$ cat src/swdg_pkg.sv
// Package for the sliding-window deviation grade block.
// Holds the channel payload types, register codes and fixed field widths.
// No dependencies.
`default_nettype none

package swdg_pkg;

  // Fixed field widths
  localparam int SAMPLE_BITS = 16;
  localparam int WLEN_BITS   = 7;
  localparam int SCALE_BITS  = 32;
  localparam int GRADE_BITS  = 16;

  // Register reset values
  localparam logic [WLEN_BITS-1:0]  WLEN_RESET  = 7'd3;
  localparam logic [SCALE_BITS-1:0] SCALE_RESET = 32'd65536;

  // Configuration register indexes
  typedef enum logic [0:0] {
    CFG_WINDOW_LEN  = 1'b0,
    CFG_GRADE_SCALE = 1'b1
  } cfg_idx_t;

  // Input transaction
  typedef struct packed {
    logic signed [SAMPLE_BITS-1:0] sample;
    logic                          last;
  } in_item_t;

  // Result transaction
  typedef struct packed {
    logic [GRADE_BITS-1:0] grade_value;
    logic                  flat;
    logic                  last_out;
  } out_item_t;

endpackage

`default_nettype wire

$ cat src/swdg_back.sv
// Back end: turns window sums into w*Q - S*S, takes its integer square root
// one bit pair a cycle, scales it and holds the result for the receiver.
// Depends on swdg_pkg.
`default_nettype none

module swdg_back #(
  parameter int WINDOW_MAX = 64
) (
  input  wire logic                              clk,
  input  wire logic                              rst_n,
  input  wire logic                              job_empty,
  output logic                                   job_pop,
  input  wire logic [3*swdg_pkg::SAMPLE_BITS+3*$clog2(WINDOW_MAX+1)-1:0] job_data,
  input  wire logic [swdg_pkg::SCALE_BITS-1:0]   grade_scale,
  input  wire logic                              out_pop,
  output logic                                   out_empty,
  output swdg_pkg::out_item_t                    out_data
);

  localparam int SB = swdg_pkg::SAMPLE_BITS;
  localparam int WB = $clog2(WINDOW_MAX + 1);
  localparam int SW = SB + WB;
  localparam int QW = 2 * SB - 1 + WB;
  localparam int DW = QW + WB;
  localparam int RW = (DW + 1) / 2;
  localparam int CW = $clog2(RW + 1);
  localparam int PW = RW + 32;

  typedef enum logic [2:0] {B_IDLE, B_MUL, B_SUB, B_SQRT, B_PLO, B_PHI, B_OUT} bstate_t;

  bstate_t              state_r, state_nxt;
  logic signed [SW-1:0] s_r, s_nxt;
  logic [QW-1:0]        q_r, q_nxt;
  logic [WB-1:0]        w_r, w_nxt;
  logic                 last_r, last_nxt;
  logic [DW-1:0]        wq_r, wq_nxt;
  logic [2*SW-1:0]      sq_r, sq_nxt;
  logic [DW-1:0]        x_r, x_nxt;
  logic [DW:0]          root_r, root_nxt;
  logic [DW:0]          bit_r, bit_nxt;
  logic [CW-1:0]        cnt_r, cnt_nxt;
  logic [RW+15:0]       plo_r, plo_nxt;
  logic [PW-1:0]        prod_r, prod_nxt;
  logic                 ovld_r, ovld_nxt;
  swdg_pkg::out_item_t  odata_r, odata_nxt;

  logic [SW-1:0]        mag;
  logic [DW:0]          trial;
  logic [RW-1:0]        root;
  logic [RW+15:0]       phi;

  assign out_empty = !ovld_r;
  assign out_data  = odata_r;
  assign mag       = s_r[SW-1] ? SW'(-s_r) : SW'(s_r);
  assign trial     = root_r + bit_r;
  assign root      = root_r[RW-1:0];
  assign phi       = root * grade_scale[31:16];

  always_comb begin
    state_nxt = state_r;
    s_nxt     = s_r;
    q_nxt     = q_r;
    w_nxt     = w_r;
    last_nxt  = last_r;
    wq_nxt    = wq_r;
    sq_nxt    = sq_r;
    x_nxt     = x_r;
    root_nxt  = root_r;
    bit_nxt   = bit_r;
    cnt_nxt   = cnt_r;
    plo_nxt   = plo_r;
    prod_nxt  = prod_r;
    ovld_nxt  = ovld_r && !out_pop;
    odata_nxt = odata_r;
    job_pop   = 1'b0;

    unique case (state_r)
      B_IDLE: begin
        if (!job_empty) begin
          job_pop                      = 1'b1;
          {s_nxt, q_nxt, w_nxt, last_nxt} = job_data;
          state_nxt                    = B_MUL;
        end
      end
      // w*Q and S*S
      B_MUL: begin
        wq_nxt    = w_r * q_r;
        sq_nxt    = mag * mag;
        state_nxt = B_SUB;
      end
      B_SUB: begin
        x_nxt     = ((2*SW)'(wq_r) >= sq_r) ? DW'((2*SW)'(wq_r) - sq_r) : '0;
        root_nxt  = '0;
        bit_nxt   = (DW + 1)'(1) << (2 * (RW - 1));
        cnt_nxt   = CW'(RW);
        state_nxt = B_SQRT;
      end
      // restoring square root, one result bit per cycle
      B_SQRT: begin
        if ((DW + 1)'(x_r) >= trial) begin
          x_nxt    = DW'((DW + 1)'(x_r) - trial);
          root_nxt = (root_r >> 1) + bit_r;
        end else begin
          root_nxt = root_r >> 1;
        end
        bit_nxt = bit_r >> 2;
        cnt_nxt = cnt_r - 1'b1;
        if (cnt_r == CW'(1)) begin
          state_nxt = B_PLO;
        end
      end
      // scale multiply in two 16-bit halves
      B_PLO: begin
        plo_nxt   = root * grade_scale[15:0];
        state_nxt = B_PHI;
      end
      B_PHI: begin
        prod_nxt  = PW'(plo_r) + {phi, 16'd0};
        state_nxt = B_OUT;
      end
      B_OUT: begin
        if (!ovld_r || out_pop) begin
          ovld_nxt              = 1'b1;
          odata_nxt.grade_value = (|prod_r[PW-1:24]) ? 16'hFFFF : prod_r[23:8];
          odata_nxt.flat        = ~|prod_r[PW-1:16];
          odata_nxt.last_out    = last_r;
          state_nxt             = B_IDLE;
        end
      end
      default: begin
        state_nxt = B_IDLE;
      end
    endcase
  end

  always_ff @(posedge clk) begin
    if (!rst_n) begin
      state_r <= B_IDLE;
      ovld_r  <= 1'b0;
    end else begin
      state_r <= state_nxt;
      ovld_r  <= ovld_nxt;
    end
    s_r     <= s_nxt;
    q_r     <= q_nxt;
    w_r     <= w_nxt;
    last_r  <= last_nxt;
    wq_r    <= wq_nxt;
    sq_r    <= sq_nxt;
    x_r     <= x_nxt;
    root_r  <= root_nxt;
    bit_r   <= bit_nxt;
    cnt_r   <= cnt_nxt;
    plo_r   <= plo_nxt;
    prod_r  <= prod_nxt;
    odata_r <= odata_nxt;
  end

endmodule

`default_nettype wire

$ cat config.mk
export PLATFORM = sky130hd
export DESIGN_NAME = swdg_back
export DESIGN_NICKNAME = d
export VERILOG_FILES = /design/src/swdg_pkg.sv /design/src/swdg_back.sv
export SDC_FILE = /design/constraint.sdc
export NUM_CORES = 2
export LEC_CHECK = 0
export BUFFER_PORTS_ARGS = -buffer_cell sky130_fd_sc_hd__buf_2
export CAP_MARGIN = 20
export CORE_ASPECT_RATIO = 0.9
export CORE_MARGIN = 2
export CORE_UTILIZATION = 57
export DETAILED_ROUTE_END_ITERATION = 10
export GPL_ROUTABILITY_DRIVEN = 0
export HOLD_SLACK_MARGIN = 0.06
export PLACE_DENSITY_LB_ADDON = 0.25
export SLEW_MARGIN = 20
export SYNTH_ARGS = -nofsm -noshare
export SYNTH_HDL_FRONTEND = slang
export SYNTH_SLANG_ARGS = --single-unit
$ cat constraint.sdc
create_clock -name clk -period 34.4 [get_ports clk]
set_clock_uncertainty 0.1 [all_clocks]
set_input_delay 6.88 -clock clk [delete_from_list [all_inputs] [get_ports clk]]
set_output_delay 6.88 -clock clk [all_outputs]
set_load 0.03 [all_outputs]
# Word level (Yosys, flattened, before mapping)
# Index checks and enable logic that the tools add are counted.
# word_totals
out_inout_bits,20
elab_cells,71
reg_bits,418
input_bits,105
# classes
n_mux,16
multipliers,4
n_reduce_logical,13
bitwise,1
n_lt_le_gt_ge,2
eq_ne,11
addsub,7
# ops
operator,n
$pmux W46 S2,2
$ge A45 B46 Y1,2
$mux W45,2
$pmux W45 S2,1
$sub A45 B45 Y45,2
$mul A23 B16 Y39,2
$add A39 B55 Y55,1
$add A45 B46 Y46,1
$add A46 B46 Y46,1
$mul A23 B23 Y46,1
$mux W46,1
$mul A7 B38 Y45,1
$reduce_or A39 Y1,1
$reduce_or A31 Y1,1
$mux W23,1
$neg A23 Y23,1
$pmux W3 S7,1
$pmux W5 S2,1
$eq A3 B3 Y1 const B,3
$mux W3,3
$ne A2 B2 Y1 const B,4
$eq A3 B2 Y1 const B,2
$reduce_and A2 Y1,3
$eq A5 B1 Y1 const B,1
other kinds (10),15

# Longest topological paths before layout
# logic_depth
depth_word,4
ltp_mapped,37
mapped_depth_nobuf,34

# Worst setup path before layout
# Ideal clock, no wire load.
# synth_path
kind,in2out
from,input port job_empty
to,output port job_pop
path_buffers,0
cell_stages,1
t_arrival_ns,14.220
path_slack_ns,13.200
t_required_ns,27.420
path_cell_list,nor4_1
# synth_between
elab_chain_len,2
# synth_rtl
item,line_no,source
from (decl),swdg_back.sv:11,"input wire logic job_empty,"
$mux W1,swdg_back.sv:79,if (!job_empty) begin
$mux W1,swdg_back.sv:77,unique case (state_r)
to (decl),swdg_back.sv:12,"output logic job_pop,"
# Every way passes these cells.

# Worst setup path after layout
# Same ends and word-level chain as after synthesis.

==> impl_metrics.tcl <==
set metrics [dict create \
    path_class "input port to output pin" \
    drtIter0Drc 4002 \
    max_clock_freq_mhz 67.8 \
    vias_per_cell 5.72 \
    vias 51400 \
    antenna_found_initial 1 \
    grt_max_degree 98 \
    antenna_left 0 \
    syn_area_per_cell_um2 9.22 \
    htreeDepth 2 \
    layout_min_cycle_time_ns 14.76 \
    yosysTopAreaCell "fa_1" \
    grt_pass1_vias 53200 \
    drt-pass1-iter-count 6 \
    rows 120 \
    synthArstFlopShare_pct 0 \
    fp.dieW_um 368 \
    coreArea_mm2 0.119 \
    placed_area_mm2 0.0703 \
    synth_warnings 0 \
    end_kind "output pin" \
    fin_crit_sh_pct 42.9 \
    cp-start-kind "input port" \
    dp.cells 8899 \
    drv_slew 0 \
    reg2reg_from "s_r[0]" \
    synthFlopType "edfxtp_1" \
    die_h_um 332 \
    synth_most_common_cell "inv_1" \
    whs_endpoint "prod_r[11]" \
    cts_tree "yes" \
    post-route-drc-count 0 \
    cts_setup_buffers 0 \
    fin_area_mm2 0.0719 \
    dp_hpwl_mm 132 \
    start_util_pct 57.3 \
    cts_sinks 378 \
    r2r_setup_slack_ns 23.98 \
    rsz0062_at_grt "no" \
    max_cap_violations 0 \
    fin_tns_setup_ns 0 \
    crit_fanout 11 \
    cts_max_path_buffers 3 \
    grt_pass1_wl_mm 277 \
    min_from "plo_r[11]" \
    gr-usage-all-layers_pct 28.3 \
    setup_viol 0 \
    clock-root-buffer "clkbuf_16" \
    cts_hold_buffers 0 \
    syn_to_final_growth_pct 5.67 \
    syn_inst 7380 \
    clock_latency_ns 0.63 \
    relSlewSlack_pct 25.5 \
    path_clk_slew_ns 0.06 \
    synth_area_mm2 0.0681 \
    routedWlPerCell_um 18.8 \
    ioPinCount 125 \
    synth_common_cells "1440 x inv_1, 1150 x fa_1, 1036 x nand2_1" \
    diodes 0 \
    dieArea_mm2 0.122 \
    final_net_count 9233 \
    tightest_slew_ns 1.12 \
    status "finished, final reports clean" \
    drive_above_1_share_pct 4.35 \
    reg2regPathDepth 32 \
    grt_overflow 0 \
    cts_resized 0 \
    hold_violations 0 \
    drt-total-wl_mm 169 \
    fin_cells 8986 \
    synth_top_cell_area_share_pct 33.8 \
    yosys.cell_types.count 81 \
    crit_required_ns 27.42 \
    min_path_type "flop to flop" \
    ys_ff_latch 378 \
    portBuffers 124 \
    hold_depth 0 \
    synthTopCellsByArea "fa_1 34%, edfxtp_1 16%, ha_1 11%, inv_1 7.9%, nand2_1 5.7%" \
    worstPathArrival_ns 7.78 \
    yosysSeqAreaShare_pct 16.6 \
    worstReg2RegEnd "sq_r[40]" \
    synth_edf_count 374 \
    cts_inserted_buffers 46 \
]
==> per-stage QoR <==
stage	util, %	hold WS, ns	setup slack [ns]
3_3_place_gp	59.2	0.301	19.52
3_5_place_dp	59.2	0.305	19.39
5_1_grt	60.6	0.320	19.51
2_1_floorplan	-	0.300	13.20
4_1_cts	60.5	0.321	19.62
6_report	60.6	0.318	19.64
==> logic make-up (layout without fill, tap and decap cells) <==
group                      after synthesis  count (layout)  share of synthesized area, %
muxes                                    1               1                        0.0147
adders and majority gates             1766            1766                          45.1
AOI/OAI and AO/OA                     1029            1029                          9.81
DFF                                    378             378                          16.6
xor gates and xnor gates               348             348                          4.48
and+or+nand+nor                       2136            2136                          14.4
buffers and inverters                 1720            1726                          9.49
other                                    2              16                        0.0110
==> cell type report <==
| cell class | count | area, µm² |
|---|---|---|
| clock inverters | 37 | 460 |
| multi-input cells | 5296 | 50400 |
| flip-flops and latches | 378 | 11300 |
| repair buffers | 196 | 1180 |
| inverters | 1444 | 5420 |
| well taps | 1586 | 1980 |
| fillers | 10100 | 46800 |
| clock buffers | 49 | 1160 |
==> worst max-delay path by stage <==
stage / start / slack, ns / endpoint
after floorplan: job_empty / 13.20 / job_pop
after global placement: grade_scale[17] / 19.52 / prod_r[51]
after detailed placement: grade_scale[17] / 19.39 / prod_r[51]
after CTS: job_empty / 19.62 / job_pop
after global routing: grade_scale[17] / 19.51 / prod_r[51]
final: job_empty / 19.64 / job_pop
==> sequential cells by signal (all words and copies together) (netlist names), 5 cells and up <==
name / cells
bit_r: 23
cnt_r: 5
out_data: 18
plo_r: 31
prod_r: 47
q_r: 38
root_r: 46
s_r: 23
sq_r: 45
w_r: 7
wq_r: 45
x_r: 45
==> critical path, stage by stage <==
cell	delay [ns]
buf_2	0.12
nor4_2	0.14
buf_4	0.35
buf_2	0.26
==> layer usage <==
metal	wire length [µm]	part of all wire, %	GRT usage, %	vias to the layer above
li1	-	-	-	23500
met1	70400	42	39.1	25600
met2	78900	47	45.9	2023
met3	13400	7.9	4.37	324
met4	5750	3.4	9.05	0
met5	0	0	0	-
==> placed cells by master (no fill, tap or decap), types with 59 or more instances in the layout <==
master    synthesis  routed
a21o_1          119     119
and2_1          316     314
buf_4             0      71
o21ai_0         188     188
a21oi_1         271     270
nor2_1          334     333
xor2_1          137     135
inv_1          1440    1438
nor3_1           88      88
a31oi_1          61      61
xnor2_1         211     211
ha_1            616     616
fa_1           1150    1150
a211oi_1         59      59
buf_2             5     124
nand2_1        1036    1036
edfxtp_1        374     374
Power is left out: the tool's default activity adds up to more than one toggle a clock period on the data nets, which glitch-free logic cannot reach.
