$ cat src/swdg_pkg.sv
// Package for the sliding-window deviation grade block.
// Holds the channel payload types, register codes and fixed field widths.
// No dependencies.
`default_nettype none

package swdg_pkg;

  // Fixed field widths
  localparam int SAMPLE_BITS = 16;
  localparam int WLEN_BITS   = 7;
  localparam int SCALE_BITS  = 32;
  localparam int GRADE_BITS  = 16;

  // Register reset values
  localparam logic [WLEN_BITS-1:0]  WLEN_RESET  = 7'd3;
  localparam logic [SCALE_BITS-1:0] SCALE_RESET = 32'd65536;

  // Configuration register indexes
  typedef enum logic [0:0] {
    CFG_WINDOW_LEN  = 1'b0,
    CFG_GRADE_SCALE = 1'b1
  } cfg_idx_t;

  // Input transaction
  typedef struct packed {
    logic signed [SAMPLE_BITS-1:0] sample;
    logic                          last;
  } in_item_t;

  // Result transaction
  typedef struct packed {
    logic [GRADE_BITS-1:0] grade_value;
    logic                  flat;
    logic                  last_out;
  } out_item_t;

endpackage

`default_nettype wire

$ cat src/swdg_front.sv
// Front end: accepts samples, pads the stream ends, keeps the sample ring and
// walks the window of every graded position into sum and sum of squares.
// Depends on swdg_pkg.
`default_nettype none

module swdg_front #(
  parameter int WINDOW_MAX = 64
) (
  input  wire logic                              clk,
  input  wire logic                              rst_n,
  input  wire logic                              in_push,
  output logic                                   in_full,
  input  wire swdg_pkg::in_item_t                in_data,
  input  wire logic [swdg_pkg::WLEN_BITS-1:0]    window_len,
  output logic                                   job_push,
  input  wire logic                              job_full,
  output logic [3*swdg_pkg::SAMPLE_BITS+3*$clog2(WINDOW_MAX+1)-1:0] job_data
);

  localparam int SB = swdg_pkg::SAMPLE_BITS;
  localparam int AW = $clog2(WINDOW_MAX);
  localparam int WB = $clog2(WINDOW_MAX + 1);
  localparam int SW = SB + WB;
  localparam int QW = 2 * SB - 1 + WB;

  typedef enum logic [2:0] {F_IDLE, F_PUSH, F_WALK, F_DRAIN, F_ENQ} fstate_t;
  typedef enum logic [1:0] {K_PRE, K_SAMP, K_POST} kind_t;

  fstate_t              state_r, state_nxt;
  kind_t                kind_r, kind_nxt;
  logic [WB-1:0]        pads_r, pads_nxt;
  logic signed [SB-1:0] smp_r, smp_nxt;
  logic                 last_r, last_nxt;
  logic [WB-1:0]        w_r, w_nxt;
  logic [AW-1:0]        wp_r, wp_nxt;
  logic [WB-1:0]        fill_r, fill_nxt;
  logic [6:0]           seen_r, seen_nxt;
  logic [6:0]           emit_r, emit_nxt;
  logic [AW-1:0]        rd_ptr_r, rd_ptr_nxt;
  logic [WB-1:0]        rd_cnt_r, rd_cnt_nxt;
  logic                 rd_vld_r, rd_vld_nxt;
  logic signed [SB-1:0] rdata_r;
  logic signed [SW-1:0] s_acc_r, s_acc_nxt;
  logic [QW-1:0]        q_acc_r, q_acc_nxt;
  logic                 job_last_r, job_last_nxt;

  logic signed [SB-1:0] mem_r [WINDOW_MAX];

  logic [WB-1:0]          w_eff;
  logic [WB-1:0]          fill_inc;
  logic [6:0]             seen_inc;
  logic [6:0]             pending;
  logic                   do_emit;
  logic                   final_push;
  logic                   adv;
  logic signed [2*SB-1:0] sq_prod;

  assign in_full  = (state_r != F_IDLE);
  assign job_data = {s_acc_r, q_acc_r, w_r, job_last_r};

  // Clamp the window length register to the supported range
  always_comb begin
    if (window_len < 7'd2) begin
      w_eff = WB'(2);
    end else if (32'(window_len) > 32'(WINDOW_MAX)) begin
      w_eff = WB'(WINDOW_MAX);
    end else begin
      w_eff = WB'(window_len);
    end
  end

  // Per-push bookkeeping
  assign fill_inc   = (fill_r == WB'(WINDOW_MAX)) ? fill_r : fill_r + 1'b1;
  assign seen_inc   = (kind_r == K_SAMP) ? seen_r + 7'd1 : seen_r;
  assign pending    = seen_inc - emit_r;
  assign do_emit    = (fill_inc >= w_r) && (pending != 7'd0);
  assign final_push = ((kind_r == K_SAMP) && !last_r) ||
                      ((kind_r == K_POST) && (pads_r == WB'(1)));
  assign sq_prod    = rdata_r * rdata_r;

  // Sequencer
  always_comb begin
    state_nxt    = state_r;
    kind_nxt     = kind_r;
    pads_nxt     = pads_r;
    smp_nxt      = smp_r;
    last_nxt     = last_r;
    w_nxt        = w_r;
    wp_nxt       = wp_r;
    fill_nxt     = fill_r;
    seen_nxt     = seen_r;
    emit_nxt     = emit_r;
    rd_ptr_nxt   = rd_ptr_r;
    rd_cnt_nxt   = rd_cnt_r;
    rd_vld_nxt   = 1'b0;
    s_acc_nxt    = s_acc_r;
    q_acc_nxt    = q_acc_r;
    job_last_nxt = job_last_r;
    job_push     = 1'b0;
    adv          = 1'b0;

    // accumulate data read in the previous cycle
    if (rd_vld_r) begin
      s_acc_nxt = s_acc_r + SW'(rdata_r);
      q_acc_nxt = q_acc_r + QW'(unsigned'(sq_prod));
    end

    unique case (state_r)
      F_IDLE: begin
        if (in_push) begin
          smp_nxt  = in_data.sample;
          last_nxt = in_data.last;
          w_nxt    = w_eff;
          if (fill_r == '0) begin
            kind_nxt = K_PRE;
            pads_nxt = w_eff >> 1;
          end else begin
            kind_nxt = K_SAMP;
          end
          state_nxt = F_PUSH;
        end
      end
      F_PUSH: begin
        wp_nxt   = (wp_r == AW'(WINDOW_MAX - 1)) ? '0 : wp_r + 1'b1;
        fill_nxt = fill_inc;
        seen_nxt = seen_inc;
        if (do_emit) begin
          emit_nxt     = emit_r + 7'd1;
          job_last_nxt = last_r && (final_push || (pending == 7'd1));
          rd_ptr_nxt   = wp_r;
          rd_cnt_nxt   = w_r;
          s_acc_nxt    = '0;
          q_acc_nxt    = '0;
          state_nxt    = F_WALK;
        end else begin
          adv = 1'b1;
        end
      end
      F_WALK: begin
        rd_vld_nxt = 1'b1;
        rd_ptr_nxt = (rd_ptr_r == '0) ? AW'(WINDOW_MAX - 1) : rd_ptr_r - 1'b1;
        rd_cnt_nxt = rd_cnt_r - 1'b1;
        if (rd_cnt_r == WB'(1)) begin
          state_nxt = F_DRAIN;
        end
      end
      F_DRAIN: begin
        state_nxt = F_ENQ;
      end
      F_ENQ: begin
        if (!job_full) begin
          job_push = 1'b1;
          adv      = 1'b1;
        end
      end
      default: begin
        state_nxt = F_IDLE;
      end
    endcase

    // move to the next push of this item, or finish it
    if (adv) begin
      state_nxt = F_PUSH;
      unique case (kind_r)
        K_PRE: begin
          if (pads_r == WB'(1)) begin
            kind_nxt = K_SAMP;
          end else begin
            pads_nxt = pads_r - 1'b1;
          end
        end
        K_SAMP: begin
          if (last_r) begin
            kind_nxt = K_POST;
            pads_nxt = w_r >> 1;
          end else begin
            state_nxt = F_IDLE;
          end
        end
        K_POST: begin
          if (pads_r == WB'(1)) begin
            state_nxt = F_IDLE;
          end else begin
            pads_nxt = pads_r - 1'b1;
          end
        end
        default: begin
          state_nxt = F_IDLE;
        end
      endcase
      // stream end returns the counters to reset
      if (state_nxt == F_IDLE && last_r) begin
        fill_nxt = '0;
        seen_nxt = '0;
        emit_nxt = '0;
      end
    end
  end

  // State and registered outputs
  always_ff @(posedge clk) begin
    if (!rst_n) begin
      state_r  <= F_IDLE;
      kind_r   <= K_SAMP;
      pads_r   <= '0;
      wp_r     <= '0;
      fill_r   <= '0;
      seen_r   <= '0;
      emit_r   <= '0;
      rd_vld_r <= 1'b0;
    end else begin
      state_r  <= state_nxt;
      kind_r   <= kind_nxt;
      pads_r   <= pads_nxt;
      wp_r     <= wp_nxt;
      fill_r   <= fill_nxt;
      seen_r   <= seen_nxt;
      emit_r   <= emit_nxt;
      rd_vld_r <= rd_vld_nxt;
    end
    smp_r      <= smp_nxt;
    last_r     <= last_nxt;
    w_r        <= w_nxt;
    rd_ptr_r   <= rd_ptr_nxt;
    rd_cnt_r   <= rd_cnt_nxt;
    s_acc_r    <= s_acc_nxt;
    q_acc_r    <= q_acc_nxt;
    job_last_r <= job_last_nxt;
  end

  // Sample ring: one write, one registered read
  always_ff @(posedge clk) begin
    if (state_r == F_PUSH) begin
      mem_r[wp_r] <= smp_r;
    end
    if (state_r == F_WALK) begin
      rdata_r <= mem_r[rd_ptr_r];
    end
  end

endmodule

`default_nettype wire

$ cat config.mk
export PLATFORM = sky130hd
export DESIGN_NAME = swdg_front
export DESIGN_NICKNAME = d
export VERILOG_FILES = /design/src/swdg_pkg.sv /design/src/swdg_front.sv
export SDC_FILE = /design/constraint.sdc
export NUM_CORES = 2
export LEC_CHECK = 0
export BUFFER_PORTS_ARGS = -buffer_cell sky130_fd_sc_hd__buf_2
export CAP_MARGIN = 20
export CORE_UTILIZATION = 65
export CTS_CLUSTER_SIZE = 10
export DETAILED_ROUTE_END_ITERATION = 16
export HOLD_SLACK_MARGIN = 0.02
export PLACE_DENSITY = 0.85
export SETUP_SLACK_MARGIN = 0.05
export SLEW_MARGIN = 20
export SYNTH_ARGS = -nofsm -noshare
export SYNTH_HDL_FRONTEND = slang
export SYNTH_SLANG_ARGS = --single-unit
export TNS_END_PERCENT = 5
$ cat constraint.sdc
create_clock -name clk -period 23.4 [get_ports clk]
set_input_delay 1.17 -clock clk [delete_from_list [all_inputs] [get_ports clk]]
set_output_delay 1.17 -clock clk [all_outputs]
set_load 0.05 [all_outputs]
# Word level (Yosys, flattened, before mapping)
# Memories as Yosys holds them, arrays and structs flattened. A register that Yosys moved wholly into a read port is not among the register bits.
# Cells that the tools add are included.
dict set report totals {
  reg_bits 139
  mem_bits_rw 1024
  input_bits 28
  out_inout_bits 71
  wordCells 126
  n_memories 1
}
dict set report classes {
  add_sub_neg 10
  mul 1
  n_lt_le_gt_ge 3
  n_eq_ne 16
  mux 56
  reduce_logical 22
}
# memory depth word_bits rd rd_clocked_by_memory_dff write_ports line
set memory_table {}
lappend memory_table {mem_r 64 16 1 1 1 swdg_front.sv:47} ;# logic signed [SB-1:0] mem_r [WINDOW_MAX];
# cell count
set op_table {}
lappend op_table {{7-bit two-way mux} 21}
lappend op_table {{38-bit two-way mux} 3}
lappend op_table {{23-bit two-way mux} 3}
lappend op_table {{38-bit by 32-bit adder with 38-bit output} 1}
lappend op_table {{16-bit by 16-bit multiplier with 32-bit output} 1}
lappend op_table {{7-bit one-hot mux with 2 select lines} 2}
lappend op_table {{23-bit by 16-bit adder with 23-bit output} 1}
lappend op_table {{7-bit by 1-bit adder with 7-bit output, second input constant} 3}
lappend op_table {{7-bit by 1-bit == test with 1-bit output, second input constant} 3}
lappend op_table {{6-bit two-way mux} 3}
lappend op_table {{3-bit two-way mux} 5}
lappend op_table {{3-bit one-hot mux with 5 select lines} 1}
lappend op_table {{7-bit by 1-bit subtractor with 7-bit output, second input constant} 2}
lappend op_table {{6-bit one-hot mux with 2 select lines} 1}
lappend op_table {{2-bit two-way mux} 5}
lappend op_table {{1-bit two-way mux} 9}
lappend op_table {{3-bit != test, second input constant} 3}
lappend op_table {{7-bit == test, second input constant} 1}
lappend op_table {{7-bit >= comparator} 1}
lappend op_table {{7-bit greater-than comparator, second input constant} 1}
lappend op_table {{7-bit zero test} 1}
lappend op_table {{7-bit by 2-bit < comparator with 1-bit output, second input constant} 1}
lappend op_table {{7-bit nonzero test} 1}
lappend op_table {{7-bit subtractor} 1}
lappend op_table {{other kinds (23)} 34}

# Depth between registers and ports, before layout
dict set report logic_depth {
  word_depth 12
  mapped_depth 34
  ltp_nobuf 33
}

# Least setup slack after synthesis
# No wires, ideal clock.
dict set report synth_path {
  kind {reg2reg}
  start {reg rdata_r[1], read port of mem_r}
  end {reg q_acc_r[36]}
  setup_time_ns 0.117
  arrival_ns 7.652
  t_required_ns 23.283
  path_slack_ns 15.631
  stages_incl_launch_ff 34
  n_path_buf 2
  period_less_slack_ns 7.769
  path_cell_list {edfxtp_1 clkbuf_1 clkbuf_1 and2_1 fa_1 inv_1 fa_1 fa_1 inv_1 fa_1 fa_1 inv_1 fa_1 inv_1 ha_1 nand4_1 nor2_1 a2111oi_0 o21ai_1 a21o_1 a21o_1 a21o_1 a21oi_1 xnor2_1 ha_1 a21o_1 a21oi_1 o211ai_1 a22o_1 a311oi_1 o31ai_1 nand4_1 xor2_1 nor2_1}
}
dict set report synth_between {
  elab_chain_cells 5
}
# element line
set synth_rtl {}
lappend synth_rtl {{from (decl)} swdg_front.sv:42} ;# logic signed [SB-1:0] rdata_r;
lappend synth_rtl {{16-bit by 16-bit multiplier with 32-bit output *} swdg_front.sv:79} ;# assign sq_prod = rdata_r * rdata_r;
lappend synth_rtl {{38-bit by 32-bit adder with 38-bit output *} swdg_front.sv:105} ;# q_acc_nxt = q_acc_r + QW'(unsigned'(sq_prod));
lappend synth_rtl {{38-bit two-way mux *} swdg_front.sv:103} ;# if (rd_vld_r) begin
lappend synth_rtl {{38-bit two-way mux} swdg_front.sv:127} ;# if (do_emit) begin
lappend synth_rtl {{38-bit two-way mux *} swdg_front.sv:108} ;# unique case (state_r)
lappend synth_rtl {{net q_acc_nxt[36]} swdg_front.sv:44} ;# logic [QW-1:0] q_acc_r, q_acc_nxt;
lappend synth_rtl {{to (signal assigned)} swdg_front.sv:227} ;# q_acc_r <= q_acc_nxt;
lappend synth_rtl {{to (decl)} swdg_front.sv:44}
# The timed path passes the listed nets; every way through them passes the cells marked *.
# A chain may end at the register's enable or synchronous reset.

# Worst setup path in the final report
# Same ends and word-level chain as after synthesis.

==> impl_metrics.yaml <==
yosys:
  synth_top_flop_cell: "edfxtp_1"
  synth_top_family_by_area: "multiplexers"
  synthArstFlopShare_pct: 0
  seq_area_frac_synth_pct: 59.9
  synth-compound-area-share_pct: 3.58
  netlist_instances: 3580
  ys.warnings.count: 0
  synth.area.mux_share_pct: 13.8
  synth_cell_types: 74
  synth_xor_area_share_pct: 2.10
  syn_area_mm2: 0.0574
  synth_nets: 4012
  avgSynthCellArea_um2: 16.0
  ys_ff_latch: 1179
  synth_edf_count: 1078
  synth_fa_ha_area_share_pct: 11.9
  yosys.area_share.simple_pct: 5.09
cts:
  clkLatencyLatePin_ns: 0.77
  postCtsHoldBufs: 0
  ctsResizeCount: 0
  cts_tree: "done"
  cts_sinks: 1179
  cts_max_level: 4
  post_cts_buffers: 0
  clk_pin_slew_ns: 0.05
  cts-buffers-inserted: 138
  cts.path.max_buffers: 3
  cts_root_buffer: "clkbuf_16"
sta:
  period_share_pct: 38.2
  fmax_mhz: 112
  setup_viol: 0
  final_max_slew_viol_count: 0
  slew_headroom_pct: 20.4
  setup_tns_ns: 0
  period_minus_slack_ns: 8.94
  rsz0062_at_grt: "false"
  worst_pin_slew_ns: 1.19
  clock_skew_ns: 0.0502
  hold_viol_final: 0
route:
  routedWlPerCell_um: 29.6
  first_iter_violations: 4184
  antenna_left: 0
  drt_first_pass_iters: 8
  drc: 0
  wl_um: 147000
  vias_per_cell: 6.64
  vias: 33000
final_layout:
  n_fill_cell: 4890
  stdcell_count: 4976
  fin_nets: 4205
  postLayoutCellArea_mm2: 0.0634
  final_layout_size_suffix_gt1_share_pct: 18.7
  syn_to_final_growth_pct: 10.5
global_routing:
  grt_antenna_before_repair: 11
  grt_pass1_vias: 34100
  grt_pass1_wl_um: 220000
  grt_max_degree: 125
  track_usage_pct: 34.0
  grt_overflow_total: 0
critical_path:
  worstPathMaxFanout: 22
  reg2reg_from: "rdata_r[1]"
  crit_top_cell: "fa_1"
  critPathSlowestCell: "edfxtp_1"
  required_ns: 24.00
  rrSetupSlack_ns: 14.46
  critPathKind: "flop to flop"
  r2r_cells: 30
  cpPeakStageDelay_ns: 0.85
  cp.arrival_ns: 9.54
  start_kind: "flop"
  cp-end-kind: "flop"
  r2r-end: "q_acc_r[36]"
power_and_ir_drop:
  cellLeakagePower_nw: 23.1
  ir_drop_mv: 0.0862
  power.density_mw_per_mm2: 81.8
die:
  fp.dieW_um: 299
  rows: 108
  die_y_um: 299
  die_area_mm2: 0.0895
  io_pins: 99
  core_mm2: 0.0872
  initial_core_util_pct: 65.8
placement:
  port_buffers: 98
  dp_cells: 4788
  dp_hpwl_um: 85900
  dpl-instance-area_mm2: 0.0595
  gp_congestion: 0.940
min_path:
  holdCritStartpoint: "q_acc_r[25]"
  holdPathStages: 2
  hold_class: "flop to flop"
  min_to: "q_acc_r[25]"
run:
  maxCapViolCount: 0
run_status:
  outcome: "finished clean"
-- metal layers --
| layer | vias up | wire, um | track usage [%] |
|---|---|---|---|
| met2 | 2292 | 72800 | 55.3 |
| met3 | 516 | 15800 | 8.06 |
| li1 | 13600 | - | - |
| met5 | - | 113 | 0 |
| met4 | 16 | 7430 | 15.7 |
| met1 | 16600 | 51200 | 43.8 |
-- worst max-delay path by stage --
| stage | startpoint | end | slack (ns) | depth (start not counted) |
|---|---|---|---|---|
| floorplan | rdata_r[1] | q_acc_r[36] | 15.63 | 33 |
| global placement | rdata_r[4] | q_acc_r[36] | 14.73 | 31 |
| detailed placement | rdata_r[4] | q_acc_r[36] | 14.51 | 31 |
| CTS | rdata_r[1] | q_acc_r[36] | 14.50 | 30 |
| global route | rdata_r[1] | q_acc_r[36] | 14.08 | 30 |
| finish | rdata_r[1] | q_acc_r[36] | 14.46 | 30 |
-- synthesized netlist by cell type, drive strengths merged, types with 12 or more instances --
library cell	count	area share (%)
o21ai	69	0.60
mux4	323	13
edfxtp	1078	56
nand2b	25	0.27
ha	165	3.6
o21bai	12	0.16
mux2	13	0.26
a211oi	20	0.27
clkbuf	91	0.60
mux2i	51	0.89
fa	239	8.3
and2	43	0.47
dfxtp	101	3.5
a21o	35	0.46
buf	55	0.55
o21a	12	0.16
o22ai	13	0.14
xor2	54	0.82
nand4	15	0.16
nor2b	19	0.21
inv	364	2.4
nand3	45	0.39
and3	20	0.22
xnor2	83	1.3
nand2	186	1.2
a21oi	83	0.73
nor2	235	1.5
nor3	19	0.17
-- report_power, final --
part	internal [mW]	total (mW)	switching, mW
clock network	1.08	1.95	0.863
registers	2.35	2.39	0.0392
logic	0.305	0.856	0.551
total	3.74	5.19	1.45
-- critical path: cells and delay by family, from the launching register on --
kind                     cells  cell delay [ns]
adder cells (fa/ha/maj)      8             3.70
AO/OA/AOI/OAI               12             3.15
flip-flops                   1             0.85
AND/OR/NAND/NOR              5             0.64
XOR/XNOR                     2             0.30
buffers and inverters        3             0.15
-- sequential cells by signal, summed over array words and instances, names as in the netlist, 16 cells and up --
name / count
smp_r: 16
s_acc_r: 23
mem_r: 1024
rdata_r: 16
q_acc_r: 38
-- final cells by class --
cell class | count | area [um^2] | area share, %
Sequential cell | 1179 | 34400 | 54.2
Multi-Input combinational cell | 1889 | 21000 | 33.1
Clock buffer | 164 | 3560 | 5.62
Tap cell | 1155 | 1450 | 2.28
Inverter | 366 | 1370 | 2.17
Timing Repair Buffer | 199 | 1290 | 2.03
Clock inverter | 22 | 380 | 0.600
Antenna cell | 2 | 5.00 | 0.00789
-- cells by family after synthesis --
kind of cell | Yosys count
buffers and inverters | 512
and+or+nand+nor | 644
adders and majority gates | 404
xor gates and xnor gates | 137
DFF | 1179
muxes | 387
AOI/OAI and AO/OA | 317
-- cell usage in the layout (no fill, tap or decap), types with 8 or more instances in the layout --
cell / instances
nor2b_1: 18
a31oi_1: 8
edfxtp_1: 1078
mux2_2: 12
inv_1: 362
buf_2: 98
mux2i_1: 51
dfxtp_1: 100
nand4_1: 15
clkbuf_1: 25
nand3_1: 45
buf_4: 98
o21ai_1: 20
ha_1: 165
xnor2_1: 82
xor2_1: 54
o211ai_1: 11
nand2b_1: 25
clkbuf_16: 138
and2_1: 43
fa_1: 239
o21ai_0: 49
a21oi_1: 82
nor3_1: 19
o22ai_1: 13
mux4_2: 323
nand2_1: 185
a22oi_1: 9
a211oi_1: 19
nor2_1: 233
a21o_1: 35
and3_1: 20
or3_1: 9
o21bai_1: 11
o21a_1: 12
-- through the flow --
stage	power (mW)	worst slack [ns]	hold WS, ns	utilization (%)
floorplan	3.06	15.63	0.461	-
global placement	3.25	14.73	0.455	68.2
detailed placement	3.27	14.51	0.461	68.2
CTS	5.19	14.50	0.470	72.7
global route	5.36	14.08	0.503	72.8
finish	5.19	14.46	0.466	72.8
(Power assumes the default switching activity.)
