## config.mk

```make
export PLATFORM = sky130hd
export DESIGN_NAME = swdg_fifo
export DESIGN_NICKNAME = d
export VERILOG_FILES = /design/src/swdg_fifo.sv
export SDC_FILE = /design/constraint.sdc
export NUM_CORES = 1
export LEC_CHECK = 0
export ABC_AREA = 1
export BUFFER_PORTS_ARGS = -buffer_cell sky130_fd_sc_hd__buf_2
export CORE_UTILIZATION = 49
export CTS_CLUSTER_DIAMETER = 30
export DETAILED_ROUTE_END_ITERATION = 7
export GPL_TIMING_DRIVEN = 0
export PLACE_DENSITY = 0.75
export SETUP_SLACK_MARGIN = 0.3
export SLEW_MARGIN = 40
export SYNTH_ARGS = -nofsm -noshare
export SYNTH_HDL_FRONTEND = slang
export SYNTH_SLANG_ARGS = --single-unit
export TNS_END_PERCENT = 100
```

## constraint.sdc

```tcl
create_clock -name clk -period 1.45 [get_ports clk]
set_input_delay 0.2175 -clock clk [delete_from_list [all_inputs] [get_ports clk]]
set_output_delay 0.2175 -clock clk [all_outputs]
set_load 0.02 [all_outputs]
```

## src/swdg_fifo.sv

```systemverilog
// Small synchronous queue carrying window sums from the front to the back.
// Standalone; depth must be a power of two.
`default_nettype none

module swdg_fifo #(
  parameter int WIDTH = 8,
  parameter int DEPTH = 2
) (
  input  wire logic             clk,
  input  wire logic             rst_n,
  input  wire logic             push,
  output logic                  full,
  input  wire logic [WIDTH-1:0] wdata,
  input  wire logic             pop,
  output logic                  empty,
  output logic [WIDTH-1:0]      rdata
);

  localparam int PW = (DEPTH > 1) ? $clog2(DEPTH) : 1;
  localparam int CW = $clog2(DEPTH + 1);

  logic [WIDTH-1:0] mem_r [DEPTH];
  logic [PW-1:0]    wp_r, rp_r;
  logic [CW-1:0]    cnt_r;
  logic             do_push, do_pop;

  assign full    = (cnt_r == CW'(DEPTH));
  assign empty   = (cnt_r == '0);
  assign do_push = push && !full;
  assign do_pop  = pop && !empty;
  assign rdata   = mem_r[rp_r];

  // Storage
  always_ff @(posedge clk) begin
    if (do_push) begin
      mem_r[wp_r] <= wdata;
    end
  end

  // Pointers and fill count
  always_ff @(posedge clk) begin
    if (!rst_n) begin
      wp_r  <= '0;
      rp_r  <= '0;
      cnt_r <= '0;
    end else begin
      if (do_push) begin
        wp_r <= wp_r + 1'b1;
      end
      if (do_pop) begin
        rp_r <= rp_r + 1'b1;
      end
      if (do_push && !do_pop) begin
        cnt_r <= cnt_r + 1'b1;
      end else if (do_pop && !do_push) begin
        cnt_r <= cnt_r - 1'b1;
      end
    end
  end

endmodule

`default_nettype wire

```

Word level (Yosys, flattened, before mapping)
Memory sizes are Yosys's and may differ from the RTL's. A register that Yosys moved wholly into a read port is not among the register bits.
Cells that the tools add are included.
{"block": "totals", "memories": 1, "input_bits": 12, "word_cells": 25, "out_inout_bits": 10, "register_bits": 4, "mem_bits_rw": 16}
{"memory": "mem_r", "depth": 2, "word_bits": 8, "read_ports": 1, "rd_ports_with_merged_regs": 1, "wr": 1, "line_no": "22", "text": "logic [WIDTH-1:0] mem_r [DEPTH];"}
{"block": "classes", "n_eq_ne": 1, "reduce_logical": 10, "addsub": 4, "muxes": 6}
{"operator": "1-bit logical AND", "count": 4}
{"operator": "1-bit zero test", "count": 4}
{"operator": "1-bit 2-to-1 mux", "count": 4}
{"operator": "2-bit 2-to-1 mux", "count": 2}
{"operator": "1-bit adder, second input constant", "count": 2}
{"operator": "2-bit by 1-bit adder with 2-bit output, second input constant", "count": 1}
{"operator": "2-bit equality test, second input constant", "count": 1}
{"operator": "2-bit zero test", "count": 1}
{"operator": "2-bit nonzero test", "count": 1}
{"operator": "2-bit by 1-bit subtractor with 2-bit output, second input constant", "count": 1}

Depth between registers and ports, before layout
Gate-level depths: netlist of run 1.
{"block": "depth", "ltp_word": 7, "depth_mapped": 10, "ltp_nobuf": 10}

Worst setup path after synthesis of run 1
No wires, ideal clock.
{"block": "synth_timing", "path_type": "flip-flop to flip-flop", "startpoint": "register cnt_r[0]", "endpoint": "register cnt_r[1]", "arrival_ns": 1.307, "n_path_buf": 0, "setup_slack_ns": 0.079, "synth_period_minus_slack_ns": 1.371, "setup_time_ns": 0.064, "path_stages_with_launch": 10, "required_time_ns": 1.386, "path_cell_list": "dfxtp_1 -> nor2_2 -> nor2_4 -> inv_1 -> ha_1 -> inv_1 -> nand3_1 -> nand2_1 -> inv_1 -> nor2_1"}
{"block": "synth_via", "elab_chain_cells": 6, "elab_cells_between_ends": 15, "cone_classes": "2 x add/sub; 1 x eq/ne; 2 x mux; 10 x reduce/logical"}
{"element": "start, declared", "line_no": "24", "text": "logic [CW-1:0] cnt_r;"}
{"element": "start signal, assigned", "line_no": "54", "text": "cnt_r <= cnt_r + 1'b1;"}
{"element": "start signal, assigned", "line_no": "56", "text": "cnt_r <= cnt_r - 1'b1;"}
{"element": "2-bit zero test (*)", "line_no": "28", "text": "assign empty = (cnt_r == '0);"}
{"element": "named net empty", "line_no": "15", "text": "output logic empty,"}
{"element": "1-bit zero test (*)", "line_no": "30", "text": "assign do_pop = pop && !empty;"}
{"element": "1-bit logical AND (*)", "line_no": "30"}
{"element": "1-bit zero test", "line_no": "53", "text": "if (do_push && !do_pop) begin"}
{"element": "1-bit logical AND", "line_no": "53"}
{"element": "2-bit 2-to-1 mux or 2-bit nonzero test (tied branches)"}
The timed path passes the listed nets; every way through them passes the cells marked *. The select of a mux whose other input is x is not followed.
A chain may end at the register's enable or synchronous reset.

==> impl_metrics.toml, run 1 <==
[timing]
finalCritPeriodShare = 0.999
hold_viol = 0
relSlewSlack = 0.816
slew_viol_final = 0
max_freq_ghz = 0.690
worst_slew_pin_slew_ns = 0.275
hold_ws_ns = 0.102
min_period_ns = 1.45
finClkSkew_ns = 0.00471
rsz0062_at_grt = "true"
setup_viol = 0

[synth]
synth-async-reset-ratio = 0
synth_top_area_cell = "edfxtp_1"
ys_types = 16
synthTopCellsByCount = "edfxtp_1 (16), nor2_1 (9), mux2_2 (8), inv_1 (6), nand2_1 (6)"
synth_seq_area_share = 0.699
synthTopCellsByArea = "edfxtp_1 (58%), dfxtp_1 (12%), mux2_2 (11%), nor2_1 (4.1%), inv_1 (2.7%)"
synth.most_common_cell = "edfxtp_1"
synth_edf_count = 16
synth_nets = 76
synth_top_area_share = 0.578
synth_seq_cells = 21
synth_area_sq_um = 831
syn_inst = 63
syn_area_per_cell_sq_um = 13.2
ys.flop_type = "edfxtp_1"
yosysWarnings = 0

[worst_setup_path]
crit_fanout = 8
max_stage_delay_ns = 0.35
path_buf_inv = 2
slowest_stage = "dfxtp_2"
crit_family = "flip-flops"
endpoint_kind = "primary output"
path_class = "register to primary output"
r2r.worst_path.cells = 9
cp.arrival_ns = 1.23
cp-start-kind = "register"
critPathRequiredTime_ns = 1.23
path_depth = 3
crit_chain = "buf_8 > mux2_4 > buf_6"

[cts]
root_buffer = "clkbuf_4"
cts_buffer_depth = 2
cts_tree = "done"
cts_made_buffers = 3
insertion_delay_ns = 0.30
cts.sinks = 21
h-tree-depth = 1
hold_buffers = 0
clk_pin_slew_ns = 0.11

[routing]
detail-route-antenna-nets = 0
detailroute.wirelength.met3_um = 71
met1Wirelength_um = 657
firstDrtPassIters = 4
drc = 0
drt-total-wl_um = 1670
drt_iter0_markers = 8
via_per_inst = 5.24
highest-signal-layer = "met4"
route.met2.wl_um = 918
wire_per_inst_um = 15.2
vias = 576

[cells_and_area]
diodes = 0
fillers = 89
num-nets-final = 108
final_layout_size_suffix_gt1_frac = 0.628
syn_to_final_growth_pct = 46.2
utilization = 0.788

[hold_path]
hold_class = "input port to register"
hold_depth = 1

[power_and_ir_drop]
p_int_mw = 1.42
total_power_mw = 2.19
pwr-share-seq = 0.402
clkPwrFrac = 0.125
power_switching_share = 0.351
switchingPower_mw = 0.767
p_leak_nw = 0.505
p_per_area_nw_per_um2 = 1800
p_comb_frac = 0.473
peakVddDrop_mv = 1.08

[global_routing]
antenna_found_initial = 0
grt_pass1_vias = 619
grt_pass1_wl_um = 2650
grt_max_degree = 12
grt_util_all_layers = 0.200
grt_overflow_total = 0

[flow_run]
cap_violations = 0

[placement]
io_buffer_count = 21
hpwl_um = 965
gp_congestion = 0.651

[floorplanning]
start_util = 0.539
coreArea_sq_um = 1540
die_x_um = 43.2
die_y_um = 43.2
io_pins = 22
rows = 14
dieArea_sq_um = 1860

[run_status]
status = "complete, no violations"
-- layout by cell type (no fill, tap or decap) --
| cell type | count |
|---|---|
| edfxtp_1 | 16 |
| buf_6 | 12 |
| buf_2 | 11 |
| mux2_4 | 8 |
| nor2_4 | 5 |
| nand2_1 | 5 |
| nor2_1 | 4 |
| inv_1 | 4 |
| buf_4 | 4 |
| inv_2 | 3 |
| clkbuf_4 | 3 |
| inv_4 | 2 |
| nor2_2 | 2 |
| dfxtp_4 | 2 |
| dfxtp_1 | 2 |
| buf_8 | 1 |
| o21ai_4 | 1 |
| o21ai_1 | 1 |
| nand2_2 | 1 |
| nand3_2 | 1 |
| nand4_1 | 1 |
| o21ai_2 | 1 |
| a21oi_1 | 1 |
| ha_4 | 1 |
| dfxtp_2 | 1 |
| clkbuf_1 | 1 |
-- kinds of logic after synthesis --
| kind of cell | synth area share |
|---|---|
| AO/OA/AOI/OAI | 0.0286 |
| adder cells (fa/ha/maj) | 0.0151 |
| buffers and inverters | 0.0467 |
| flip-flops | 0.699 |
| multiplexers | 0.108 |
| AND/OR/NAND/NOR | 0.102 |
-- per-stage QoR --
stage          cells  TNS, ns  instance area [sq um]  worst slack, ns
2_1_floorplan     63        0                    861            0.232
3_3_place_gp     100        0                    986           0.0303
3_5_place_dp     100   -0.229                    986          -0.0287
6_report         110        0                   1210          0.00110
5_1_grt          110   -0.297                   1210          -0.0440
4_1_cts          109        0                   1180         0.000200
-- registers in the layout (all words and copies together), names as in the netlist, named ones only --
register,cells
wp_r,1
rp_r,1
mem_r,16
cnt_r,2
-- repair_timing --
item                       4_1_cts  5_1_grt
setup buffers                    5        1
setup endpoints to repair       28       28
gates resized for setup         40        8
pin swaps                        7        3
-- layer usage --
layer / vias up / GRT usage
met5: - / 0
met1: 273 / 0.214
li1: 279 / -
met2: 20 / 0.358
met3: 4 / 0.0468
met4: 0 / 0.103
-- final timing paths --
| path | startpoint | end | slack [ns] |
|---|---|---|---|
| setup / recovery | register | rdata[0] | 0.001 |
| hold / removal | wdata[0] | mem_r[0][0] | 0.10 |
| setup reg to reg | cnt_r[1] | cnt_r[1] | 0.18 |
| hold reg to reg | cnt_r[0] | cnt_r[0] | 0.51 |
-- power by group through the flow --
| stage | Combinational [mW] | Clock (mW) | Sequential [mW] |
|---|---|---|---|
| final | 1.03 | 0.273 | 0.879 |
| after global routing | 1.11 | 0.295 | 0.894 |
| after CTS | 0.964 | 0.275 | 0.874 |
| after detailed placement | 0.654 | 0 | 0.870 |
| after global placement | 0.632 | 0 | 0.861 |
| after floorplan | 0.494 | 0 | 0.853 |
-- cell type report --
class / count / area [sq um] / area share
Multi-Input combinational cell: 32 / 305 / 0.251
Timing Repair Buffer: 27 / 220 / 0.181
Sequential cell: 21 / 589 / 0.485
Tap cell: 16 / 20.0 / 0.0165
Clock buffer: 4 / 26.3 / 0.0216
Buffer: 1 / 15.0 / 0.0124
Inverter: 9 / 38.8 / 0.0319
Power figures use the tool's default switching activity.
==> run 2: changes to the inputs <==
--- a/config.mk
+++ b/config.mk
@@ -6,12 +6,12 @@
 export NUM_CORES = 1
 export LEC_CHECK = 0
 export ABC_AREA = 1
-export BUFFER_PORTS_ARGS = -buffer_cell sky130_fd_sc_hd__buf_2
-export CORE_UTILIZATION = 49
+export CORE_UTILIZATION = 58
 export CTS_CLUSTER_DIAMETER = 30
 export DETAILED_ROUTE_END_ITERATION = 7
+export DONT_BUFFER_PORTS = 1
 export GPL_TIMING_DRIVEN = 0
-export PLACE_DENSITY = 0.75
+export PLACE_DENSITY = 0.74
 export SETUP_SLACK_MARGIN = 0.3
 export SLEW_MARGIN = 40
 export SYNTH_ARGS = -nofsm -noshare
==> run 2 against run 1 <==
Against the previous run: via count shrank 6.6%; utilization grew 7.4 points; global-route usage grew 1.1 points; fmax grew 6.3%; sequential share of layout area grew 3.4 points; hold slack lost 0.085 ns; critical path depth shrank 1; clock power grew 4%; register-to-register slack lost 0.06 ns; first-iteration DRC count grew 110%; wire length grew 9.4%; flip-flop and latch count is the same; critical path type unchanged.
==> impl_metrics.toml, run 2 (synthesized netlist as in run 1, its figures left out) <==
[cts]
cts_made_buffers = 3
cts.sinks = 21
cts_buffer_depth = 2
h-tree-depth = 1
cts_tree = "done"
insertion_delay_ns = 0.30
clk_pin_slew_ns = 0.12
root_buffer = "clkbuf_4"

[floorplanning]
io_pins = 22
dieArea_sq_um = 1590
die_x_um = 39.8
die_y_um = 39.8
rows = 13
coreArea_sq_um = 1320
start_util = 0.631

[flow_run]
cap_violations = 0

[global_routing]
grt_max_degree = 12
grt_overflow_total = 0
grt_pass1_wl_um = 1930
grt_util_all_layers = 0.212
antenna_found_initial = 0
grt_pass1_vias = 466

[placement]
hpwl_um = 874
io_buffer_count = 0
gp_congestion = 0.641

[hold_path]
hold_class = "input port to register"
hold_depth = 2
min_to = "cnt_r[0]"
hold_start = "rst_n"

[cells_and_area]
largest_reg_flops = 16
top_register = "mem_r"
num-nets-final = 96
diodes = 0
mostFrequentLayoutCells = "edfxtp_1 (16), mux2_4 (8), dlygate4sd3_1 (8)"
largestRegisters = "mem_r x16, cnt_r x2"
layout_commonest_cell = "edfxtp_1"
final_layout_size_suffix_gt1_frac = 0.463
syn_to_final_growth_pct = 36.7

[timing]
rsz0062_at_grt = "true"
finalCritPeriodShare = 0.940
hold_viol = 0
setup_viol = 0
slew_viol_final = 0
relSlewSlack = 0.832
fin_setup_tns_ns = 0
min_period_ns = 1.36
max_freq_ghz = 0.734
finClkSkew_ns = 0.00521
worst_slew_pin_slew_ns = 0.251

[routing]
via_per_inst = 5.55
drt_iter0_markers = 17
drc = 0
firstDrtPassIters = 4
vias = 538
detail-route-antenna-nets = 0
wire_per_inst_um = 18.9
drt-total-wl_um = 1830

[worst_setup_path]
crit_fanout = 8
endpoint_kind = "primary output"
critPathRequiredTime_ns = 1.23
cp.arrival_ns = 1.15
r2r.worst_path.cells = 10
r2r_start = "cnt_r[0]"
path_class = "register to primary output"
reg2reg_slack_ns = 0.12
r2r_end = "cnt_r[1]"
cp-start-kind = "register"

[power_and_ir_drop]
p_per_area_nw_per_um2 = 1810
total_power_mw = 2.06
p_leak_nw = 0.439
peakVddDrop_mv = 1.54

[run_status]
status = "complete, no violations"
run 2: what timing repair did:
item | CTS | global route
pin swaps | 7 | 6
buffers inserted | 3 | 4
endpoints found under the hold margin | 0 | 16
gates resized for setup | 20 | 8
setup endpoints to repair | 27 | 28
hold buffers | 0 | 8
run 2: how the worst max path moves through the flow:
stage,start,to,cells past startpoint
after floorplan,cnt_r[1],mem_r[1][0],3
after global routing,register,rdata[7],2
after CTS,register,rdata[3],2
after detailed placement,cnt_r[1],mem_r[0][5],3
after global placement,cnt_r[1],mem_r[1][0],3
final,register,rdata[7],2
run 2: power breakdown:
part           internal, mW  switching [mW]
Sequential            0.786          0.0815
Clock                 0.107           0.176
Combinational         0.395           0.513
run 2: routing by layer:
layer / routed length [um] / part of all wire / track usage / vias to the layer above
li1: - / - / - / 252
met1: 712 / 0.39 / 0.210 / 252
met2: 956 / 0.52 / 0.352 / 23
met3: 77 / 0.042 / 0.0625 / 11
met4: 85 / 0.046 / 0.181 / 0
met5: 0 / 0 / 0 / -
run 2: stage by stage:
step / hold WS, ns / area, sq um / setup slack, ns / cells / utilization
floorplan: 0.316 / 861 / 0.232 / 63 / -
global placement: 0.316 / 880 / 0.0527 / 78 / 0.668
CTS: 0.00388 / 995 / 0.0963 / 85 / 0.755
detailed placement: 0.316 / 880 / 0.0640 / 78 / 0.668
finish: 0.0163 / 1140 / 0.0872 / 97 / 0.862
global route: 0.0124 / 1140 / 0.0605 / 97 / 0.862
run 2: cell type report:
| class | instances | area (sq um) |
|---|---|---|
| sequential | 21 | 589 |
| multi-input combinational | 32 | 304 |
| inverter | 9 | 38.8 |
| tap | 15 | 18.8 |
| buffer | 1 | 15.0 |
| fill | 57 | 181 |
| timing repair buffer | 15 | 144 |
| clock buffer | 4 | 26.3 |
run 2: worst max-delay path, stage by stage (launching register included):
cell	delay, ns
dfxtp_2	0.35
buf_8	0.14
mux2_4	0.35
==> run 3: changes to the inputs <==
--- a/config.mk
+++ b/config.mk
@@ -5,7 +5,6 @@
 export SDC_FILE = /design/constraint.sdc
 export NUM_CORES = 1
 export LEC_CHECK = 0
-export ABC_AREA = 1
 export CORE_UTILIZATION = 58
 export CTS_CLUSTER_DIAMETER = 30
 export DETAILED_ROUTE_END_ITERATION = 7
==> run 3 against run 2 <==
Against the previous run: the flow now finishes with violations (negative setup slack); utilization fell by 3.2 points; first-iteration DRC count is 5.9% higher; wire length is 4.3% lower; critical path type is now register to register; largest power group unchanged.
==> impl_metrics.toml, run 3 <==
[flow_run]
cap_violations = 0

[worst_setup_path]
crit_fanout = 5
slowest_stage = "dfxtp_2"
crit_chain = "o21ai_1 > ha_4 > buf_4 > o21ai_0 > a21oi_2"
cp-start-kind = "register"
endpoint_kind = "register"
r2r_end = "cnt_r[1]"
critPathRequiredTime_ns = 1.64
reg2reg_slack_ns = -0.11
r2r.worst_path.cells = 5
path_class = "register to register"
r2r_start = "cnt_r[1]"
max_stage_delay_ns = 0.38
cp.arrival_ns = 1.75

[hold_path]
hold_class = "input port to register"
hold_depth = 1
hold_start = "rst_n"
min_to = "wp_r"

[run_status]
violations = "negative setup slack"
status = "finished, violations left"

[floorplanning]
coreArea_sq_um = 1300
die_y_um = 39.2
die_x_um = 39.2
io_pins = 22
rows = 13
dieArea_sq_um = 1540
start_util = 0.617

[routing]
via_per_inst = 5.96
drt-total-wl_um = 1750
drc = 0
firstDrtPassIters = 4
drt_iter0_markers = 18
detail-route-antenna-nets = 0
wire_per_inst_um = 21.1
vias = 495

[placement]
place_area_sq_um = 856
dp_worst_setup_slack_ns = -0.0689
io_buffer_count = 0
gp_congestion = 0.606

[cts]
cts_tree = "done"
cts_made_buffers = 3
cts_buffer_depth = 2
root_buffer = "clkbuf_4"
h-tree-depth = 1
clk_pin_slew_ns = 0.11
insertion_delay_ns = 0.29
cts.sinks = 21

[synth]
yosysWarnings = 0
synth_top_area_share = 0.598
ys.flop_type = "edfxtp_1"
ys_types = 16
syn_inst = 51
synth_nets = 64
synthTopCellsByArea = "edfxtp_1 (60%), dfxtp_1 (12%), mux2_2 (11%), xor2_1 (3.3%), nor2_1 (2.3%)"
syn_area_per_cell_sq_um = 15.8
synth_top_area_cell = "edfxtp_1"
synth-async-reset-ratio = 0
synth_seq_area_share = 0.723
synth.most_common_cell = "edfxtp_1"
synthTopCellsByCount = "edfxtp_1 (16), mux2_2 (8), dfxtp_1 (5), nor2_1 (5)"
synth_area_sq_um = 803
synth_edf_count = 16
synth_seq_cells = 21

[power_and_ir_drop]
p_int_mw = 1.29
pwr-share-seq = 0.426
p_per_area_nw_per_um2 = 1850
total_power_mw = 2.00
p_comb_frac = 0.435
switchingPower_mw = 0.711
p_leak_nw = 0.409
peakVddDrop_mv = 1.38
power_switching_share = 0.355
clkPwrFrac = 0.139

[timing]
rsz0062_at_grt = "true"
hold_viol = 0
fin_setup_tns_ns = -0.109
fin_ws_ns = -0.109
worst_slew_pin_slew_ns = 0.338
min_period_ns = 1.56
finalCritPeriodShare = 1.07
setup_viol = 1
relSlewSlack = 0.773
slew_viol_final = 0
finClkSkew_ns = 0.00139
max_freq_ghz = 0.642

[cells_and_area]
largest_reg_flops = 16
final_area_sq_um = 1080
mostFrequentLayoutCells = "edfxtp_1 (16), mux2_4 (8), dlygate4sd3_1 (8)"
num-nets-final = 82
final_layout_size_suffix_gt1_frac = 0.441
utilization = 0.831
top_register = "mem_r"
fillers = 63
syn_to_final_growth_pct = 34.6
layout_commonest_cell = "edfxtp_1"
diodes = 0
largestRegisters = "mem_r x16, cnt_r x2"

[global_routing]
grt_pass1_wl_um = 1760
grt_pass1_vias = 398
grt_max_degree = 12
antenna_found_initial = 0
grt_util_all_layers = 0.183
grt_overflow_total = 0
==> run 3: metal layers <==
metal	GRT usage	up-vias	routed length, um
met5	0	-	0
met4	0.103	0	19
met3	0.0347	4	108
met2	0.308	33	985
met1	0.216	242	640
li1	-	216	-
==> run 3: worst max-delay path: cells and delay by family, from the launching register on <==
| family | cells | cell delay [ns] |
|---|---|---|
| flip-flops | 1 | 0.38 |
| buffers and inverters | 1 | 0.14 |
| adder cells (fa/ha/maj) | 1 | 0.27 |
| AO/OA/AOI/OAI | 3 | 0.67 |
==> run 3: metrics by stage <==
stage | cells | hold WS [ns]
3_5_place_dp | 66 | 0.316
6_report | 83 | 0.0359
3_3_place_gp | 66 | 0.316
4_1_cts | 72 | 0.00730
2_1_floorplan | 51 | 0.316
5_1_grt | 83 | 0.0175
==> run 3: worst max-delay path by stage <==
stage,startpoint,end,slack [ns],depth (start not counted)
floorplan,cnt_r[0],cnt_r[1],0.03,7
global placement,cnt_r[1],cnt_r[1],0.009,7
detailed placement,cnt_r[1],cnt_r[1],-0.07,7
CTS,cnt_r[0],cnt_r[1],-0.05,7
global route,cnt_r[1],cnt_r[1],-0.18,5
finish,cnt_r[1],cnt_r[1],-0.11,5
==> run 3: cells by family (layout without fill, tap and decap cells) <==
kind of cell / Yosys count / count (layout) / share of synthesized area
mux: 8 / 8 / 0.112
flops: 21 / 21 / 0.723
fa+ha+maj: 1 / 1 / 0.0156
buf+inv: 4 / 21 / 0.0202
simple gates: 9 / 9 / 0.0592
compound gates: 5 / 5 / 0.0374
xor+xnor: 3 / 3 / 0.0327
==> run 3: final cells by class <==
class / instances / area, sq um / share of cell area
sequential: 21 / 587 / 0.543
multi-input combinational: 26 / 290 / 0.269
timing repair buffer: 13 / 125 / 0.116
clock buffer: 4 / 26.3 / 0.0243
inverter: 3 / 18.8 / 0.0174
tap: 15 / 18.8 / 0.0174
buffer: 1 / 15.0 / 0.0139
==> run 3: power by group through the flow <==
stage | Sequential (mW) | Clock [mW] | Combinational (mW)
after floorplan | 0.830 | 0 | 0.501
after global placement | 0.836 | 0 | 0.537
after detailed placement | 0.847 | 0 | 0.562
after CTS | 0.848 | 0.271 | 0.720
after global routing | 0.862 | 0.303 | 0.916
final | 0.854 | 0.278 | 0.871
==> run 3: what timing repair did <==
action	CTS	global route
endpoints found under the setup margin	29	29
setup buffers	2	3
hold endpoints to repair	0	16
resized for setup	18	5
pin swaps	3	3
hold buffers	0	8
